### config.mk
export PLATFORM = sky130hd
export DESIGN_NAME = ort_ram
export DESIGN_NICKNAME = d
export VERILOG_FILES = /design/src/rtl/ort_ram.sv
export SDC_FILE = /design/constraint.sdc
export NUM_CORES = 1
export LEC_CHECK = 0
export BUFFER_PORTS_ARGS = -buffer_cell sky130_fd_sc_hd__buf_2
export CORE_ASPECT_RATIO = 1.5
export CORE_MARGIN = 3
export CORE_UTILIZATION = 55
export DETAILED_ROUTE_END_ITERATION = 16
export HOLD_SLACK_MARGIN = 0.1
export PLACE_DENSITY = 0.71
export SKIP_LAST_GASP = 1
export SYNTH_ARGS = -nofsm -noshare
export SYNTH_HDL_FRONTEND = slang
export SYNTH_SLANG_ARGS = --single-unit
### constraint.sdc
create_clock -name clk -period 4.3 [get_ports clk]
set_clock_uncertainty 0.2 [all_clocks]
set_input_delay 0.86 -clock clk [delete_from_list [all_inputs] [get_ports clk]]
set_output_delay 0.86 -clock clk [all_outputs]
set_load 0.02 [all_outputs]
### src/rtl/ort_ram.sv
// Generic single-clock RAM, one write port and one registered read port.
module ort_ram #(
    parameter int WIDTH = 8,
    parameter int DEPTH = 32
) (
    input  logic                     clk,
    input  logic                     we,
    input  logic [$clog2(DEPTH)-1:0] waddr,
    input  logic [WIDTH-1:0]         wdata,
    input  logic [$clog2(DEPTH)-1:0] raddr,
    output logic [WIDTH-1:0]         rdata
);

    logic [WIDTH-1:0] mem_reg [DEPTH];
    logic [WIDTH-1:0] rdata_reg;

    always_ff @(posedge clk)
    begin
        if (we)
        begin
            mem_reg[waddr] <= wdata;
        end
        rdata_reg <= mem_reg[raddr];
    end

    assign rdata = rdata_reg;

endmodule

After elaboration in Yosys (flattened, before gate mapping)
Memory sizes are Yosys's and may differ from the RTL's. A register that Yosys moved wholly into a read port is not among the register bits. Cells that the tools add are included.

Mux-type cells: 2.

Operators by type and width (number): 1-bit two-way mux (2).

Flip-flop bits (word level): 0. Memory bits (writable): 256. Bits of input ports: 20. Output and inout bits: 8. Logic and storage cells: 3. Memories: 1.

Memories: mem_reg (depth 32, bits a word 8, read ports 1, clocked after memory_dff 1, write ports 1, RTL line 14) `logic [WIDTH-1:0] mem_reg [DEPTH];`.

Longest topological paths before layout
Gate-level depths: netlist (run 1).

Depth in word-level cells: 2. Depth in mapped cells: 5. Depth with buffers taken out: 3.

Worst setup path before layout (run 1)
No wires, ideal clock.

Kind: input to register. Start: in raddr[2]. End: reg rdata_reg[0] (netlist: rdata[0]) (read register of mem_reg). Library setup time: 0.121 ns. Arrival time: 2.542 ns. Data required time: 3.979 ns. Slack: 1.438 ns. Stages on the path: 5. Buffers on the path: 2. Cells stage by stage: clkbuf_1 -> clkbuf_1 -> mux4_2 -> mux4_2 -> mux2_2.

RTL lines: from (decl) (RTL line 10) `input logic [$clog2(DEPTH)-1:0] raddr,`; to (decl) (RTL line 15) `logic [WIDTH-1:0] rdata_reg;`.

==> metrics list, run 1 <==
* Maximum clock frequency: around 360 MHz
- Share of layout cells above drive strength 1: 33.55%
- Max Cap Viol: 0
- The number of setup buffers added after CTS is 0.
- 28 I/O pins were placed.
* Largest net degree at the start of global routing: between 50 and 60
- Data on the critical path is required at its endpoint by about 4500 ps.
- Flip-flop and latch count after synthesis: about 260
- Number of buffers inserted by hold repair at cts: 0
- Cell types occupying the most area after synthesis: sky130_fd_sc_hd__edfxtp_1 76%, sky130_fd_sc_hd__mux4_2 18%, sky130_fd_sc_hd__dfxtp_1 1.6%
* Num CTS Buffers: 23
- # placed instances: 640
- DRC violation count after routing: 0
* Hold Vio Cnt, Final: 0
- Startpoint kind of the worst setup timing path: primary input
* Class of the tightest hold or removal check: in2reg
* Number of clock sinks: approximately 260
- Proportion of netlist area held by the largest area contributor: roughly 76%
- Sum of routed wire length over all layers: around 20 mm
- Fin. max-slew vios: 0
* Cell count after synthesis: between 400 and 500
- Sequential-to-total area share from yosys stat: between 70% and 80%
- Commonest cells after routing, fill and taps aside: 256 x sky130_fd_sc_hd__edfxtp_1, 80 x sky130_fd_sc_hd__mux4_2, 33 x sky130_fd_sc_hd__nor2_1
- The worst register-to-register path ends at rdata[6].
- Register-to-register path setup slack: between 2000 and 2500 ps
* Type of the setup path with the least slack: in2reg
* Max FFs per register: ~260
- Via count: between 4,000 and 5,000
* Worst max-slew margin expressed relative to the limit: just under 30%
* R2R depth: 3
* Endpoint class of the critical path: register
* Largest fanout on the critical path: 23
- 0 antenna diodes ended up in the layout.
- Data arrives at the worst endpoint at a little under 3000 ps.
- Starting Density: approximately 57%
- After detailed routing, the number of vias per cell comes to between 6 and 7.
- Yosys printed 0 warnings.
- The detail route stage leaves a number of antenna-violating nets equal to 0.
- At the later pin of the worst-skew pair, clock insertion delay measures 500 ps.
* Final std cells w/o fill: ~680
* Nets in the synthesized netlist: 437
* Count of final setup violators: 0
- In this run the horizontal extent of the chip is 116.4 um.
- The die is about 170 um tall.
- In this run the cell area of the synthesized design comes to between 10,000 and 15,000 um2.
* Final routed wire length divided by cell count: approximately 29 um
- The pre-antenna-repair detailed-routing pass consisted of 5 iterations.
- Total negative slack: 0 ps
- The congestion estimate from routability-driven global placement came to 0.7946.
- The initialized floorplan defines about 60 standard-cell rows.
- Fin nets: approximately 470
- Number of distinct standard cells referenced by the synthesized netlist: 15
- Tracing the worst setup path back leads to its startpoint at raddr[0].
- In this run the static leakage power is between 3 and 4 nW.
- The number of global-route vias before repair is between 4,000 and 5,000.
- In this run the number of H-tree levels came out at 1.
- Port Buffers: 27
- Overflow after GRT: 0
- First-pass GRT wire length: 29.77 mm
* Clk buf depth: 3
- At the pin with the least slew margin, the transition time is about 1100 ps.
- The core region is ~18,000 um2.
- Period Utilization, post-route: 64.56%
- Setup repair after global routing left no endpoint under its margin.
- The flow ran to the end, and the final reports show no timing, DRC or antenna violations.
- The completed layout was analyzed and its total power is between 5 and 6 mW.
- Clock tree synthesis selected as its root buffer the cell sky130_fd_sc_hd__clkbuf_16.
* Worst setup endpoint: rdata[5]
- In this run, the number of DRC markers left after iteration 0 of detailed routing was between 400 and 500.
- The die covers 19,970 um2.
- Gates resized during post-CTS repair numbered 0.
- Pwr/cell area: between 400 and 500 nW/um2
* Total routing resource utilization after global routing: a little over a fifth
- CTS tree: done
- The worst path in the final design needs a cycle of approximately 2800 ps, including I/O delays and setup.
- Most common library cell in the layout ignoring fill and taps: sky130_fd_sc_hd__edfxtp_1
- The area growth from synthesis to layout is 10.44%.
* Number of antenna violations at the first check in global routing: 2
- Launch point of the worst reg-to-reg path: mem_reg[20][6]
- After legalization and detailed placement, the total HPWL measured 13.01 mm.
* Library cell with the largest summed area after synthesis: sky130_fd_sc_hd__edfxtp_1
- Clock-pin slew was measured on the worst setup and hold paths at about 70 ps.
- VDD sags by at most about 0.36 mV.
- After synthesis, the mean cell area works out to roughly 24 um2.
cell usage after synthesis:
cell and count:
sky130_fd_sc_hd__nand2_1 1, sky130_fd_sc_hd__buf_2 1, sky130_fd_sc_hd__edfxtp_1 256, sky130_fd_sc_hd__nand3b_1 5
sky130_fd_sc_hd__or3b_2 3, sky130_fd_sc_hd__dfxtp_1 8, sky130_fd_sc_hd__mux2_2 8, sky130_fd_sc_hd__buf_1 6
sky130_fd_sc_hd__buf_4 6, sky130_fd_sc_hd__nand3_1 2, sky130_fd_sc_hd__buf_6 1, sky130_fd_sc_hd__nor2_1 33
sky130_fd_sc_hd__mux4_2 80, sky130_fd_sc_hd__or3_1 1, sky130_fd_sc_hd__clkbuf_1 6
kinds of logic after synthesis:
kind of cell	share of synthesized area, %
buffers and inverters	1.058
muxes	18.82
DFF	78.06
and+or+nand+nor	2.066
worst max-delay path, stage by stage:
cell	delay, ps
sky130_fd_sc_hd__buf_4	390
sky130_fd_sc_hd__buf_4	370
sky130_fd_sc_hd__mux4_2	550
sky130_fd_sc_hd__mux4_2	480
sky130_fd_sc_hd__mux2_2	280
through the flow:
step,cell area [um2],worst slack [ps],hold WS [ps],utilization (%)
final,11100,1524,648.0,62.93
after global routing,11100,1394,632.0,62.93
after CTS,11100,1488,620.7,62.93
after detailed placement,10400,975.6,701.3,58.94
after global placement,10400,977.8,675.5,58.94
after floorplan,10050,1438,665.2,-
cell type report:
class	instances	area, um2
Tap cell	213	266.5
Multi-Input combinational cell	133	2100
Clock buffer	28	614.3
Timing Repair Buffer	30	185.2
Clock inverter	13	90.09
Sequential cell	264	7848
Fill cell	1136	6540
how the worst min path moves through the flow:
stage	startpoint	to	depth (start not counted)	slack, ps
CTS	raddr[3]	rdata[4]	2	620
floorplan	mem_reg[12][0]	rdata[0]	3	670
global route	raddr[3]	rdata[4]	2	630
detailed placement	mem_reg[22][4]	rdata[4]	3	700
global placement	mem_reg[5][7]	rdata[7]	3	680
finish	raddr[3]	rdata[4]	2	650
power breakdown:
group          internal [mW]  switching, mW  total [mW]
clock network           1.08          0.855        1.93
registers               2.86         0.0178        2.88
logic                  0.114          0.149       0.263
routing by layer:
layer | global-route usage, % | vias up | wire, um
li1 | - | 1846 | -
met1 | 26.90 | 2328 | 7167
met2 | 36.00 | 177 | 10790
met3 | 3.766 | 48 | 1201
met4 | 6.613 | 4 | 614
met5 | 0 | - | 23
No activity file was read; power rests on OpenSTA's default activity.
==> inputs of run 2 (changes only) <==
--- a/config.mk
+++ b/config.mk
@@ -5,13 +5,14 @@
 export SDC_FILE = /design/constraint.sdc
 export NUM_CORES = 1
 export LEC_CHECK = 0
+export ABC_AREA = 1
 export BUFFER_PORTS_ARGS = -buffer_cell sky130_fd_sc_hd__buf_2
 export CORE_ASPECT_RATIO = 1.5
 export CORE_MARGIN = 3
 export CORE_UTILIZATION = 55
 export DETAILED_ROUTE_END_ITERATION = 16
 export HOLD_SLACK_MARGIN = 0.1
-export PLACE_DENSITY = 0.71
+export PLACE_DENSITY = 0.73
 export SKIP_LAST_GASP = 1
 export SYNTH_ARGS = -nofsm -noshare
 export SYNTH_HDL_FRONTEND = slang
==> constraint.sdc (replaced) <==
create_clock -name clk -period 2.4 [get_ports clk]
set_clock_uncertainty 0.2 [all_clocks]
set_input_delay 0.48 -clock clk [delete_from_list [all_inputs] [get_ports clk]]
set_output_delay 0.48 -clock clk [all_outputs]
set_load 0.02 [all_outputs]
==> run 2 against run 1 <==
  * Highest routed layer unchanged
  * Synthesized cell count grew 120%
  * First-iteration DRC count grew 31%
  * Hold slack lost 330 ps
  * Cell count grew 83%
  * Register-to-register slack lost 1300 ps
  * Largest power group unchanged
  * Global-route usage grew 2.7 points
  * Sequential power grew 79%
  * Critical endpoint is now rdata[4]
  * Final area grew 8.1%
  * Total power grew 84%
==> metrics list, run 2 <==
- Outcome: finished, final reports clean
- For this configuration, the core starts out at a cell density of between 50% and 60%.
- After routing the design area is about 12,000 um2.
- CTS built an H-tree with a depth of 1.
- Overall power consumption: roughly 9.3 mW
* Total routing resource utilization after global routing: 23.53%
* Share of synthesized cell area in and, or, nand and nor gates: a little under a quarter
- Via count: 7,035
- Number of distinct standard cells referenced by the synthesized netlist: 12
- Once detailed placement completed, the half-perimeter wirelength came to about 15 mm.
- Final std cells w/o fill: between 1,000 and 1,500
- Reg area: roughly 7800 um2
- Pwr/cell area: 778.4 nW/um2
- Of all nets on the critical path, the largest fanout is 1.
- Counting every net in the synthesized netlist gives between 900 and 1,000.
* Weighted congestion reported at the end of routability-driven placement: 0.8249
- Chip Height: between 150 and 200 um
* Area of the multi-input gates: 2492 um2
- Count of cells resized by post-cts repair: 0
* Yosys warning total: 0
- # rows: 62
- EDFF count, synth: ~260
- Worst slack, placed: 187.0 ps
- On the final layout, the worst hold slack is roughly 320 ps.
- Class of the tightest hold or removal check: in2reg
* Die width: roughly 120 um
- 28 I/O pins were placed.
- In this run the cell area measured after placement is ~11,000 um2.
* Area of the mapped netlist: 10,790 um2
- Overall die area: about 21,000 um2
- The detail route stage leaves a number of antenna-violating nets equal to 0.
- Top-count cell post-synth: sky130_fd_sc_hd__nand2_1
- Area growth from synthesis to layout: 11.23%
- Share of layout cells above drive strength 1: a little over a tenth
- For the final routed database, the setup TNS stands at 0 ps.
- Max FFs per register: approximately 260
- CTS tree: done
- Clk buf depth: 3
- The tree is rooted in a sky130_fd_sc_hd__clkbuf_16.
* Area of the core: about 19,000 um2
- In this run the static leakage power is 4.511 nW.
- Post-CTS setup buffers: 0
- Setup violations remaining at the end of the flow were counted as 0.
- Number of global-route vias before repair: 6,955
* Type of the setup path with the least slack: reg2out
* Startpoint kind of the worst setup timing path: register
- For this run, the leading register cell type out of synthesis is sky130_fd_sc_hd__edfxtp_1.
- The count of final max-slew check failures came to 0.
- Max Cap Viol: 0
- Later-pin clock latency in the skew report: approximately 510 ps
- After the last flow step, the layout net total stands at 990.
- Sum of routed wire length over all layers: 24.85 mm
- Port Buffers: 27
- Dominant combinational cell family by area after synthesis: simple AND/OR/NAND/NOR gates
* Unrepaired setup endpoints after global routing: false
- Among all stages on the critical path, the largest delay is contributed by sky130_fd_sc_hd__dfxtp_1.
- Once placement completed, the tool counted placed cells totaling ~1,200.
- A synthesized cell averages ~12 um2.
* Cell count after synthesis: just over 900
- Cell family contributing the most delay on the critical path: flip-flops
- Of all cell types, the one taking the most synthesized area is sky130_fd_sc_hd__edfxtp_1.
- Using the TritonRoute via totals, the vias-per-cell ratio works out to around 5.7.
* Share of cell area taken by muxes after synthesis: 0%
- Counting both buffers and inverters, the worst setup path holds a total of 1.
- The worst path uses between 70% and 80% of the clock period.
- Cell types occupying the most area after synthesis: sky130_fd_sc_hd__edfxtp_1 71%, sky130_fd_sc_hd__nand2_1 13%, sky130_fd_sc_hd__nand3_1 9.5%
- Commonest cells after routing, fill and taps aside: 360 x sky130_fd_sc_hd__nand2_1, 256 x sky130_fd_sc_hd__edfxtp_1, 204 x sky130_fd_sc_hd__nand3_1
- The worst pin sits at a relative slew slack of between 50% and 60%.
- The first global-routing pass estimated a little under 40 mm of wire.
* Number of antenna violations at the first check in global routing: 1
* Flip-flop and latch count after synthesis: ~260
- Async set or reset register ratio after synthesis: 0%
* Time the worst path needs with I/O delays and setup: between 1500 and 2000 ps
* Post-Synth XOR/XNOR Area: 0%
- Traced cell by cell, the critical path runs through buf_2.
- Clock-pin transition on the worst setup and hold timing paths: around 60 ps
* CP peak stage delay: roughly 390 ps
- Clock tree synthesis inserted a total of 24 buffers.
* Overflow after GRT: 0
* Maximum clock frequency: 563.6 MHz
- Core Util, Final: between 60% and 70%
* Sequential-to-total area share from yosys stat: about 73%
* DRT Pass-1 Iters: 5
- At the worst endpoint, the required time is approximately 1700 ps.
- The detailed router finished its first iteration with between 500 and 600 violations.
- For this run, design rule violations remaining after detail routing come to 0.
- Once routing completed, OpenROAD measured the worst setup slack at roughly 630 ps.
- Peak supply drop: between 0.6 and 0.7 mV
- Proportion of netlist area held by the largest area contributor: between 70% and 80%
- Largest net degree at the start of global routing: ~130
* Synth Area in Adders: 0%
* Number of buffers inserted by hold repair at cts: 1
- Worst Path Arrival: about 1100 ps
* Final routed wire length divided by cell count: approximately 20 um
- For the pin with the worst max-slew slack, the measured transition is between 700 and 800 ps.
- Most common library cell in the layout ignoring fill and taps: sky130_fd_sc_hd__nand2_1
* Number of clock sinks: approximately 260
* Area fraction in compound gates after synthesis: 0%
- The filler cells instantiated in the layout total 1,549.
- Most frequent cells after synthesis: 360 x sky130_fd_sc_hd__nand2_1, 256 x sky130_fd_sc_hd__edfxtp_1, 204 x sky130_fd_sc_hd__nand3_1
- STA classifies the critical path endpoint as an output port.
- The repair_antennas step left the layout with diodes totalling 0.
- Hold Vio Cnt, Final: 0
-- run 2: logic make-up after synthesis --
kind of cell | Yosys count
buffers and inverters | 62
flip-flops | 264
AND/OR/NAND/NOR | 596
-- run 2: final timing paths --
path | cells after the start | startpoint | slack, ps | end
worst min register to register | 8 | mem_reg[12][5] | 560 | rdata[5]
worst max-delay path | 1 | rdata[4] | 630 | rdata[4]
worst max register to register | 8 | mem_reg[17][7] | 1040 | rdata[7]
worst min-delay path | 6 | raddr[3] | 320 | rdata[7]
-- run 2: area by class of cell --
cell class,instances,share of cell area [%]
tap,256,2.670
timing repair buffer,74,4.735
sequential,264,65.41
multi-input combinational,596,20.77
inverter,10,0.3233
clock buffer,32,5.433
clock inverter,11,0.6570
-- run 2: power breakdown --
part	switching, mW	internal [mW]
clock network	1.55	2.01
registers	0.0248	5.12
logic	0.457	0.172
total	2.03	7.31
-- run 2: layer usage --
layer	global-route usage [%]	vias to the layer above	share of wire [%]
met3	2.902	43	5.9
met4	8.129	2	2.6
met5	0	-	0.052
met1	30.93	3436	40
li1	-	3290	-
met2	40.79	264	52
